===== src/design/wpm_pkg.sv =====
// shared types, codes and constants of the wildcard pattern matcher
package wpm_pkg;

  // default sizes handed to the top level parameters
  localparam int unsigned MAX_PATTERN_DEF   = 64;
  localparam int unsigned POSITION_BITS_DEF = 32;

  // queue depths between front, back and result side
  localparam int unsigned MID_DEPTH = 4;
  localparam int unsigned OUT_DEPTH = 4;

  // fixed field widths
  localparam int unsigned KIND_W  = 2;
  localparam int unsigned CHAR_W  = 8;
  localparam int unsigned START_W = 32;

  // pattern byte that matches any text byte ('?')
  localparam logic [CHAR_W-1:0] WILDCARD_CHAR = 8'd63;

  // input kind codes
  localparam logic [KIND_W-1:0] KIND_RESTART = 2'd0;
  localparam logic [KIND_W-1:0] KIND_APPEND  = 2'd1;
  localparam logic [KIND_W-1:0] KIND_TEXT    = 2'd2;

  // classified operation passed from front to back
  typedef enum logic [1:0] {
    OP_RESTART,
    OP_APPEND,
    OP_TEXT
  } op_e;

  typedef struct packed {
    op_e               op;
    logic [CHAR_W-1:0] ch;
  } op_t;

  // one result item
  typedef struct packed {
    logic [START_W-1:0] match_start;
    logic               overflow_error;
  } res_t;

endpackage


===== src/design/wpm_fifo.sv =====
// small register queue used between the parts of the matcher
module wpm_fifo #(
  parameter int unsigned WIDTH = 8,
  parameter int unsigned DEPTH = 4
) (
  input  logic                       clk_i,
  input  logic                       rst_ni,
  input  logic                       push_i,
  input  logic [WIDTH-1:0]           data_i,
  input  logic                       pop_i,
  output logic [WIDTH-1:0]           data_o,
  output logic                       full_o,
  output logic                       empty_o,
  output logic [$clog2(DEPTH+1)-1:0] count_o
);

  localparam int unsigned PW = (DEPTH > 1) ? $clog2(DEPTH) : 1;
  localparam int unsigned CW = $clog2(DEPTH + 1);

  logic [WIDTH-1:0] mem_q [DEPTH];
  logic [PW-1:0]    wr_ptr_q, wr_ptr_d;
  logic [PW-1:0]    rd_ptr_q, rd_ptr_d;
  logic [CW-1:0]    cnt_q, cnt_d;
  logic             do_push, do_pop;

  assign full_o  = (cnt_q == CW'(DEPTH));
  assign empty_o = (cnt_q == '0);
  assign count_o = cnt_q;
  assign data_o  = mem_q[rd_ptr_q];

  assign do_push = push_i && !full_o;
  assign do_pop  = pop_i && !empty_o;

  // pointer and count update
  always_comb begin
    wr_ptr_d = wr_ptr_q;
    rd_ptr_d = rd_ptr_q;
    cnt_d    = cnt_q;
    if (do_push) begin
      wr_ptr_d = (wr_ptr_q == PW'(DEPTH - 1)) ? '0 : wr_ptr_q + 1'b1;
    end
    if (do_pop) begin
      rd_ptr_d = (rd_ptr_q == PW'(DEPTH - 1)) ? '0 : rd_ptr_q + 1'b1;
    end
    if (do_push && !do_pop) begin
      cnt_d = cnt_q + 1'b1;
    end else if (do_pop && !do_push) begin
      cnt_d = cnt_q - 1'b1;
    end
  end

  always_ff @(posedge clk_i or negedge rst_ni) begin
    if (!rst_ni) begin
      wr_ptr_q <= '0;
      rd_ptr_q <= '0;
      cnt_q    <= '0;
    end else begin
      wr_ptr_q <= wr_ptr_d;
      rd_ptr_q <= rd_ptr_d;
      cnt_q    <= cnt_d;
    end
  end

  // storage, no reset needed
  always_ff @(posedge clk_i) begin
    if (do_push) begin
      mem_q[wr_ptr_q] <= data_i;
    end
  end

endmodule


===== src/design/wpm_front.sv =====
// front part: takes input items, classifies them and queues them for the back
module wpm_front (
  input  logic                       clk_i,
  input  logic                       rst_ni,
  input  logic                       push_i,
  output logic                       full_o,
  input  logic [wpm_pkg::KIND_W-1:0] kind_i,
  input  logic [wpm_pkg::CHAR_W-1:0] char_value_i,
  output logic                       op_valid_o,
  output wpm_pkg::op_t               op_o,
  input  logic                       op_ready_i
);
  import wpm_pkg::*;

  op_t                          op_in;
  logic                         op_known;
  logic                         q_empty;
  logic [$bits(op_t)-1:0]       q_rdata;
  logic [$clog2(MID_DEPTH+1)-1:0] q_count;

  // decode the kind field; the unused code is taken and dropped
  always_comb begin
    op_in.ch = char_value_i;
    op_in.op = OP_TEXT;
    op_known = 1'b1;
    case (kind_i)
      KIND_RESTART: op_in.op = OP_RESTART;
      KIND_APPEND:  op_in.op = OP_APPEND;
      KIND_TEXT:    op_in.op = OP_TEXT;
      default:      op_known = 1'b0;
    endcase
  end

  // queue of classified items toward the back
  wpm_fifo #(
    .WIDTH($bits(op_t)),
    .DEPTH(MID_DEPTH)
  ) u_mid_q (
    .clk_i  (clk_i),
    .rst_ni (rst_ni),
    .push_i (push_i && op_known),
    .data_i (op_in),
    .pop_i  (op_ready_i),
    .data_o (q_rdata),
    .full_o (full_o),
    .empty_o(q_empty),
    .count_o(q_count)
  );

  assign op_valid_o = !q_empty;
  assign op_o       = op_t'(q_rdata);

  // assertions
  a_count_bound: assert property (@(posedge clk_i) disable iff (!rst_ni)
    q_count <= ($clog2(MID_DEPTH+1))'(MID_DEPTH))
    else $error("mid queue count beyond depth");
  a_full_blocks: assert property (@(posedge clk_i) disable iff (!rst_ni)
    full_o && !op_ready_i |=> full_o)
    else $error("mid queue lost an item while stalled");
  a_valid_count: assert property (@(posedge clk_i) disable iff (!rst_ni)
    op_valid_o == (q_count != '0))
    else $error("mid queue valid disagrees with count");

endmodule


===== src/design/wpm_back.sv =====
// back part: pattern and text shift lines, parallel window compare, result staging
module wpm_back #(
  parameter int unsigned MAX_PATTERN   = wpm_pkg::MAX_PATTERN_DEF,
  parameter int unsigned POSITION_BITS = wpm_pkg::POSITION_BITS_DEF
) (
  input  logic                                     clk_i,
  input  logic                                     rst_ni,
  input  logic                                     op_valid_i,
  input  wpm_pkg::op_t                             op_i,
  output logic                                     op_ready_o,
  input  logic [$clog2(wpm_pkg::OUT_DEPTH+1)-1:0]  out_count_i,
  output logic                                     res_valid_o,
  output wpm_pkg::res_t                            res_o
);
  import wpm_pkg::*;

  localparam int unsigned LW  = $clog2(MAX_PATTERN + 1);
  localparam int unsigned CW  = (POSITION_BITS > LW) ? POSITION_BITS : LW;
  localparam int unsigned OCW = $clog2(OUT_DEPTH + 1) + 1;

  // lane k of the pattern line holds pattern byte (length-1-k)
  logic [CHAR_W-1:0]        pat_q  [MAX_PATTERN];
  logic [CHAR_W-1:0]        txt_q  [MAX_PATTERN];
  logic [CHAR_W-1:0]        txt_sh [MAX_PATTERN];
  logic [MAX_PATTERN-1:0]   en_q, en_d;
  logic [LW-1:0]            len_q, len_d;
  logic [POSITION_BITS-1:0] cnt_q, cnt_d;
  logic [POSITION_BITS-1:0] cnt_inc;
  logic [MAX_PATTERN-1:0]   hit_d, hit_q;
  logic                     fire, pat_shift, txt_shift, at_limit, pat_full;
  logic                     s2_valid_q, s2_valid_d, s2_ovf_q, s2_ovf_d;
  logic [START_W-1:0]       s2_start_q, s2_start_d;
  logic [CW-1:0]            start_full;

  // room in the result queue for this item and the one staged
  assign op_ready_o = (OCW'(out_count_i) + OCW'(s2_valid_q)) < OCW'(OUT_DEPTH);
  assign fire       = op_valid_i && op_ready_o;

  assign at_limit   = &cnt_q;
  assign pat_full   = (len_q == LW'(MAX_PATTERN));
  assign cnt_inc    = cnt_q + 1'b1;
  assign start_full = CW'(cnt_inc) - CW'(len_q);
  assign pat_shift  = fire && (op_i.op == OP_APPEND) && !pat_full;
  assign txt_shift  = fire && (op_i.op == OP_TEXT) && !at_limit;

  // per-lane shift and compare against the window ending at the new byte
  for (genvar k = 0; k < MAX_PATTERN; k++) begin : g_lane
    if (k == 0) begin : g_head
      assign txt_sh[k] = op_i.ch;
      always_ff @(posedge clk_i) begin
        if (pat_shift) begin
          pat_q[k] <= op_i.ch;
        end
      end
      assign en_d[k] = 1'b1;
    end else begin : g_body
      assign txt_sh[k] = txt_q[k-1];
      always_ff @(posedge clk_i) begin
        if (pat_shift) begin
          pat_q[k] <= pat_q[k-1];
        end
      end
      assign en_d[k] = en_q[k-1];
    end
    always_ff @(posedge clk_i) begin
      if (txt_shift) begin
        txt_q[k] <= txt_sh[k];
      end
    end
    assign hit_d[k] = !en_q[k] || (pat_q[k] == WILDCARD_CHAR) || (pat_q[k] == txt_sh[k]);
  end

  // length, count and result staging
  always_comb begin
    len_d      = len_q;
    cnt_d      = cnt_q;
    s2_valid_d = 1'b0;
    s2_ovf_d   = 1'b0;
    s2_start_d = START_W'(start_full);
    if (fire) begin
      case (op_i.op)
        OP_RESTART: begin
          len_d = '0;
          cnt_d = '0;
        end
        OP_APPEND: begin
          if (pat_full) begin
            s2_valid_d = 1'b1;
            s2_ovf_d   = 1'b1;
            s2_start_d = '0;
          end else begin
            len_d = len_q + 1'b1;
          end
        end
        OP_TEXT: begin
          if (!at_limit) begin
            cnt_d      = cnt_inc;
            s2_valid_d = (len_q != '0) && (CW'(cnt_inc) >= CW'(len_q));
          end
        end
        default: begin
        end
      endcase
    end
  end

  always_ff @(posedge clk_i or negedge rst_ni) begin
    if (!rst_ni) begin
      len_q      <= '0;
      cnt_q      <= '0;
      en_q       <= '0;
      s2_valid_q <= 1'b0;
    end else begin
      len_q      <= len_d;
      cnt_q      <= cnt_d;
      s2_valid_q <= s2_valid_d;
      if (fire && (op_i.op == OP_RESTART)) begin
        en_q <= '0;
      end else if (pat_shift) begin
        en_q <= en_d;
      end
    end
  end

  // staged payload
  always_ff @(posedge clk_i) begin
    s2_ovf_q   <= s2_ovf_d;
    s2_start_q <= s2_start_d;
    hit_q      <= hit_d;
  end

  // reduce the lane hits into one result
  assign res_valid_o          = s2_valid_q && (s2_ovf_q || (&hit_q));
  assign res_o.match_start    = s2_start_q;
  assign res_o.overflow_error = s2_ovf_q;

  // assertions
  a_mask_len: assert property (@(posedge clk_i) disable iff (!rst_ni)
    $countones(en_q) == int'(len_q))
    else $error("lane enables disagree with pattern length");
  a_ovf_full: assert property (@(posedge clk_i) disable iff (!rst_ni)
    s2_valid_q && s2_ovf_q |-> pat_full)
    else $error("overflow flagged with room in the pattern");
  a_restart: assert property (@(posedge clk_i) disable iff (!rst_ni)
    fire && (op_i.op == OP_RESTART) |=> (len_q == '0) && (cnt_q == '0) && !s2_valid_q)
    else $error("restart left state behind");
  a_window_full: assert property (@(posedge clk_i) disable iff (!rst_ni)
    s2_valid_q && !s2_ovf_q |-> (len_q != '0) && (CW'(cnt_q) >= CW'(len_q)))
    else $error("window compared before enough text arrived");

endmodule


===== src/design/wildcard_pattern_matcher_top.sv =====
// Wildcard pattern matcher top level: front classifier, back compare engine, result queue.
// Throughput: one item per cycle unless the item queue is full or the result queue lacks room;
//   the back compares all pattern lanes in parallel each cycle. A pushed item reaches its
//   result (if any) through the item queue, the compare stage and the result queue.
// Reset: asynchronous active low; pattern length, text count and queues clear at once,
//   no clearing pass is needed.
module wildcard_pattern_matcher_top #(
  parameter int unsigned MAX_PATTERN   = wpm_pkg::MAX_PATTERN_DEF,
  parameter int unsigned POSITION_BITS = wpm_pkg::POSITION_BITS_DEF
) (
  input  logic                        clk_i,
  input  logic                        rst_ni,
  input  logic                        push,
  output logic                        full,
  input  logic [wpm_pkg::KIND_W-1:0]  kind_i,
  input  logic [wpm_pkg::CHAR_W-1:0]  char_value_i,
  output logic                        empty,
  input  logic                        pop,
  output logic [wpm_pkg::START_W-1:0] match_start_o,
  output logic                        overflow_error_o
);
  import wpm_pkg::*;

  logic                           op_valid, op_ready;
  op_t                            op;
  logic                           res_valid, out_full;
  res_t                           res;
  logic [$bits(res_t)-1:0]        out_rdata;
  res_t                           out_item;
  logic [$clog2(OUT_DEPTH+1)-1:0] out_count;

  // accept and classify items
  wpm_front u_front (
    .clk_i       (clk_i),
    .rst_ni      (rst_ni),
    .push_i      (push),
    .full_o      (full),
    .kind_i      (kind_i),
    .char_value_i(char_value_i),
    .op_valid_o  (op_valid),
    .op_o        (op),
    .op_ready_i  (op_ready)
  );

  // carry out pattern loads and window compares
  wpm_back #(
    .MAX_PATTERN  (MAX_PATTERN),
    .POSITION_BITS(POSITION_BITS)
  ) u_back (
    .clk_i      (clk_i),
    .rst_ni     (rst_ni),
    .op_valid_i (op_valid),
    .op_i       (op),
    .op_ready_o (op_ready),
    .out_count_i(out_count),
    .res_valid_o(res_valid),
    .res_o      (res)
  );

  // result queue toward the consumer
  wpm_fifo #(
    .WIDTH($bits(res_t)),
    .DEPTH(OUT_DEPTH)
  ) u_out_q (
    .clk_i  (clk_i),
    .rst_ni (rst_ni),
    .push_i (res_valid),
    .data_i (res),
    .pop_i  (pop),
    .data_o (out_rdata),
    .full_o (out_full),
    .empty_o(empty),
    .count_o(out_count)
  );

  assign out_item         = res_t'(out_rdata);
  assign match_start_o    = out_item.match_start;
  assign overflow_error_o = out_item.overflow_error;

  // assertions
  a_no_out_drop: assert property (@(posedge clk_i) disable iff (!rst_ni)
    res_valid |-> !out_full)
    else $error("result written into a full result queue");
  a_stall_holds: assert property (@(posedge clk_i) disable iff (!rst_ni)
    !empty && !pop |=> !empty)
    else $error("waiting result vanished without a pop");
  a_result_shape: assert property (@(posedge clk_i) disable iff (!rst_ni)
    !empty && overflow_error_o |-> match_start_o == '0)
    else $error("overflow result carries a start index");

endmodule


===== config.mk =====
export PLATFORM = sky130hd
export DESIGN_NAME = wildcard_pattern_matcher_top
export DESIGN_NICKNAME = d
export VERILOG_FILES = /design/src/design/wpm_pkg.sv /design/src/design/wpm_fifo.sv /design/src/design/wpm_front.sv /design/src/design/wpm_back.sv /design/src/design/wildcard_pattern_matcher_top.sv
export SDC_FILE = /design/constraint.sdc
export NUM_CORES = 2
export LEC_CHECK = 0
export ABC_AREA = 1
export BUFFER_PORTS_ARGS = -buffer_cell sky130_fd_sc_hd__buf_2
export CAP_MARGIN = 10
export CELL_PAD_IN_SITES_DETAIL_PLACEMENT = 1
export CELL_PAD_IN_SITES_GLOBAL_PLACEMENT = 1
export CORE_AREA = 2 2 431 433
export CTS_BUF_LIST = sky130_fd_sc_hd__clkbuf_4 sky130_fd_sc_hd__clkbuf_8 sky130_fd_sc_hd__clkbuf_16
export CTS_CLUSTER_DIAMETER = 120
export CTS_CLUSTER_SIZE = 16
export DETAILED_ROUTE_END_ITERATION = 8
export DIE_AREA = 0 0 433 435
export GPL_TIMING_DRIVEN = 0
export PLACE_DENSITY_LB_ADDON = 0.1
export SETUP_SLACK_MARGIN = 0.5
export SYNTH_ARGS = -nofsm -noshare
export SYNTH_HDL_FRONTEND = slang
export SYNTH_HIERARCHICAL = 1
export SYNTH_SLANG_ARGS = --single-unit
export TNS_END_PERCENT = 50

===== constraint.sdc =====
create_clock -name clk_i -period 52.5 [get_ports clk_i]
set_clock_uncertainty 0.2 [all_clocks]
set_input_delay 5.25 -clock clk_i [delete_from_list [all_inputs] [get_ports clk_i]]
set_output_delay 5.25 -clock clk_i [all_outputs]
set_load 0.01 [all_outputs]

Word level (Yosys, flattened, before mapping):

Memories as Yosys holds them, arrays and structs flattened.
Index checks and enable logic that the tools add are counted.

* bits in writable memories: 1196
* bits in registers: 215
* memories: 4
* bits in read-only memories: 0
* bits in latches: 0

* muxes and demuxes: 31
* $mul: 0
* bitwise logic cells: 0
* add/subtract/negate cells: 12
* $lt $le $gt $ge: 2
* shift operators: 0
* divide/modulo/power cells: 0
* reductions and logical operators: 235
* equal/unequal tests: 141

Memory list
* u_back.pat_q: words 64, width 8, rd ports 64, clocked after Yosys merged registers in 0, write ports 64, RTL line wpm_back.sv:22 `logic [CHAR_W-1:0] pat_q [MAX_PATTERN];`
* u_back.txt_q: words 64, width 8, rd ports 63, clocked after Yosys merged registers in 0, write ports 64, RTL line wpm_back.sv:23 `logic [CHAR_W-1:0] txt_q [MAX_PATTERN];`
* u_out_q.mem_q: words 4, width 33, rd ports 1, clocked after Yosys merged registers in 0, write ports 1, RTL line wpm_fifo.sv:20 `logic [WIDTH-1:0] mem_q [DEPTH];`
* u_front.u_mid_q.mem_q: words 4, width 10, rd ports 1, clocked after Yosys merged registers in 0, write ports 1, RTL line wpm_fifo.sv:20

Operators with widths (number)
* 8-bit by 6-bit equality test with 1-bit output, second input constant: 64
* 8-bit equality test: 64
* 1-bit logical OR: 129
* 32-bit 2-to-1 mux: 4
* 64-bit 2-to-1 mux: 2
* 1-bit zero test: 74
* 32-bit case mux with 2 select lines: 1
* 64-bit AND reduction: 1
* 32-bit by 1-bit adder with 32-bit output, second input constant: 1
* 32-bit by 7-bit greater-or-equal comparator with 1-bit output: 1
* 32-bit AND reduction: 1
* 32-bit by 7-bit subtractor with 32-bit output: 1
* 1-bit logical AND: 16
* 7-bit case mux with 2 select lines: 1
* 2-bit equality test, second input constant: 6
* 1-bit 2-to-1 mux: 12
* 3-bit 2-to-1 mux: 4
* 2-bit nonzero test: 5
* 2-bit by 1-bit adder with 2-bit output, second input constant: 4
* 2-bit 2-to-1 mux: 4
* 7-bit by 1-bit adder with 7-bit output, second input constant: 1
* 7-bit equality test, second input constant: 1
* 7-bit 2-to-1 mux: 1
* 7-bit nonzero test: 1
* 14 further kinds: 22

Logic depth before layout (Yosys ltp):

* word-level depth: 9
* gate-level depth with buffers: 20

Hierarchy:

Netlist, hierarchy kept.

Modules (own cells, without submodules)
* wpm_back: times used 1, cells an instance 3253, area each 46814.9 um^2, seq. area each 35053.6 um^2
* wpm_fifo at u_out_q: times used 1, cells an instance 446, area each 5940.7 um^2, seq. area each 4139.0 um^2
* wpm_fifo at u_front.u_mid_q: times used 1, cells an instance 177, area each 2085.8 um^2, seq. area each 1376.3 um^2
* wpm_front: times used 1, cells an instance 6, area each 23.8 um^2, seq. area each 0.0 um^2

Least setup slack after synthesis:

OpenSTA, ideal clock, no wires.

* path type: register to register
* start: register u_front.u_mid_q.rd_ptr_q[0]
* end: register u_back.en_q[1]
* slack: 24.814 ns
* data required time: 52.110 ns
* arrival: 27.296 ns
* cell stages (with the launch flop): 11
* cells stage by stage: dfrtp_1 buf_6 buf_8 o211ai_1 nand2_1 inv_1 ha_1 nand2_1 nor2_1 nand2_1 o22ai_1

RTL lines
* start, declared: RTL line wpm_fifo.sv:22 `logic [PW-1:0] rd_ptr_q, rd_ptr_d;`
* start signal, assigned: RTL line wpm_fifo.sv:59 `rd_ptr_q <= rd_ptr_d;`
* end signal, assigned: RTL line wpm_back.sv:120 `en_q <= en_d;`
* end, declared: RTL line wpm_back.sv:25 `logic [MAX_PATTERN-1:0] en_q, en_d;`

Final worst setup path:

* start: register u_out_q.rd_ptr_q[1]
* end: output port match_start_o[5] (netlist name)

* cells in the longest elaborated chain, start to end: 1

Ends and longest elaborated chain
* start, declared: RTL line wpm_fifo.sv:22
* start signal, assigned: RTL line wpm_fifo.sv:59
* memory read 4 x 33 bit
* end, declared: RTL line wildcard_pattern_matcher_top.sv:19 `output logic [wpm_pkg::START_W-1:0] match_start_o,`

Every way passes these cells.

==> run metrics <==
area grow syn2layout=13.3%; post-CTS sizing=0; number of buffers added on ports=48; status=completed; most frequent cells in the layout=edfxtp_1 (1188), nand2_1 (554), inv_1 (388); Core Util, Final=33.8%; Worst-Margin Slew=1180 ps; vias in the first global route=31500; Vias=29300; # hold bufs at CTS=0; kind of launch point of the worst setup path=flop; CTS max path bufs=3; Root Buffer Master=clkbuf_16; detailed-route vias per instance=4.43; Fin. Hold Viols=0; post-synthesis net count=3923; Max VDD drop=0.0357 mV; TritonCTS Buffers=98; Die Ht=435 um; residual DRC count=0; Total GRT Usage=13.3%; first-pass GRT wire length=193000 um; R2R Setup Slk=47720 ps; CP Class=flop to output pin; clk_lat worst skew=740 ps; I/O pins=49; total negative slack=0 ps; Setup-failing EPs final=0; core box area=184000 um2; largest net degree at the start of global routing=112; Crit. End Element=output pin; crit path launch=u_out_q/rd_ptr_q[1]$_DFFE_PN0P_; grt ovf=0; Initial DRC Count=1302; starting density of the core=29.8%; TritonRoute pass-1 iters=5; final-report max-slew violation count=0; drt total wl=124000 um; fraction of layout cells with a size suffix above 1=13.5%; commonest non-fill, non-tap cell in the layout=edfxtp_1; post-DP HPWL=87000 um; worst hold path type=flop to flop; Worst setup endpoint=match_start_o[5]; Max Freq=129 MHz; Critical Path Max Stage Delay=390 ps; RSZ-0062 raised after global routing=no; synthesized area=54900 um2; Synth Area per Inst=14.1 um2; MaxCap Viol Count=0; CP top delay family=buffers and inverters; CP required=47050 ps; P_leak=21.5 nW; CP max FO=10; Total Die Area=188000 um2; cell count after synthesis=3881; ANT nets after route=0; Critical Path Slowest Stage Cell=dfrtp_1; Site Rows=158; critical register-to-register path startpoint=u_front/u_mid_q/rd_ptr_q[1]$_DFFE_PN0P_; Power Density=60.0 nW/um2; RR Endpoint=u_back/txt_q[18][7]$_DFFE_PP_; Cell Chain, Critical Path=buf_2 > inv_2 > buf_6 > o211ai_2 > nand2_1 > buf_2; Crit. path cell count=6; routed length per instance=18.8 um; initial antenna violation count=3; FF-to-FF path depth=11; # H-tree levels=3; Arrival @ worst endpoint=2280 ps; Worst-path clk slew=70 ps; Max-slew headroom=21.3%; WP buf/inv=4; postcts setup bufs=0; final worst path period share=14.7%; Final Net Count=4102; Critical Path Most Common Cell=buf_2; fill count=19200; Sink Count=1403; TritonCTS clock tree=yes; post-route minimum period=7730 ps; synth warn=6; routability cong.=0.761; Horiz. Die Dim=433 um
## registers in the layout, summed over array words and instances (netlist names)
| signal | flops |
|---|---|
| u_back/txt_q | 504 |
| u_out_q/count_o | 3 |
| u_front/u_mid_q/mem_q | 40 |
| u_front/u_mid_q/count_o | 3 |
| u_back/len_q | 7 |
| u_front/u_mid_q/rd_ptr_q | 2 |
| u_back/s2_ovf_q | 1 |
| u_out_q/mem_q | 132 |
| u_front/u_mid_q/wr_ptr_q | 2 |
| u_back/pat_q | 512 |
| u_out_q/wr_ptr_q | 2 |
| u_back/s2_start_q | 32 |
| u_back/hit_q | 64 |
| u_back/s2_valid_q | 1 |
| u_back/en_q | 64 |
| u_back/cnt_q | 32 |
| u_out_q/rd_ptr_q | 2 |
## worst min path at each step
stage                                             start                             to  slack, ps  cells past startpoint
after floorplan           u_back/txt_q[11][6]$_DFFE_PP_  u_back/txt_q[12][6]$_DFFE_PP_        230                      0
after global placement     u_back/txt_q[5][6]$_DFFE_PP_   u_back/txt_q[6][6]$_DFFE_PP_        240                      0
after detailed placement   u_back/txt_q[5][6]$_DFFE_PP_   u_back/txt_q[6][6]$_DFFE_PP_        240                      0
after CTS                 u_back/txt_q[61][6]$_DFFE_PP_  u_back/txt_q[62][6]$_DFFE_PP_        260                      0
after global routing      u_back/txt_q[61][6]$_DFFE_PP_  u_back/txt_q[62][6]$_DFFE_PP_        280                      0
final                     u_back/txt_q[61][6]$_DFFE_PP_  u_back/txt_q[62][6]$_DFFE_PP_        260                      0
## through the flow
stage | total power [W] | cells | hold slack [ps] | instance area, um2 | setup slack (ps)
2_1_floorplan | 0.00278 | 3881 | 226 | 54900 | 24810
3_3_place_gp | 0.00333 | 6409 | 236 | 58200 | 143
3_5_place_dp | 0.00300 | 6440 | 240 | 58900 | 45020
4_1_cts | 0.00381 | 6626 | 261 | 62100 | 44650
5_1_grt | 0.00397 | 6626 | 277 | 62100 | 44610
6_report | 0.00373 | 6627 | 256 | 62100 | 44770
## area by class of cell
type                    count  area (um2)  area share, %
diodes                      1        2.50        0.00403
plain buffers              50         339          0.546
clock buffers             176        3040           4.89
clock inverters            10         146          0.236
inverters                 403        1520           2.45
multi-input cells        2025       12500           20.1
flip-flops and latches   1403       40600           65.3
well taps                2480        3100           4.99
repair buffers             79         935           1.50
## power breakdown
group	switching (W)	internal, W	leakage, nW
sequential	0.000259	0.00172	13.3
clock	0.000386	0.000398	1.63
combinational	0.000618	0.000354	6.57
## routing by layer
| layer | vias to the layer above | GRT usage (%) | share of wire (%) |
|---|---|---|---|
| li1 | 14200 | - | - |
| met5 | - | 0 | 0.010 |
| met4 | 2 | 3.26 | 1.7 |
| met2 | 257 | 21.8 | 47 |
| met1 | 14800 | 18.5 | 48 |
| met3 | 106 | 1.87 | 2.9 |
No activity file was read; power rests on OpenSTA's default activity.
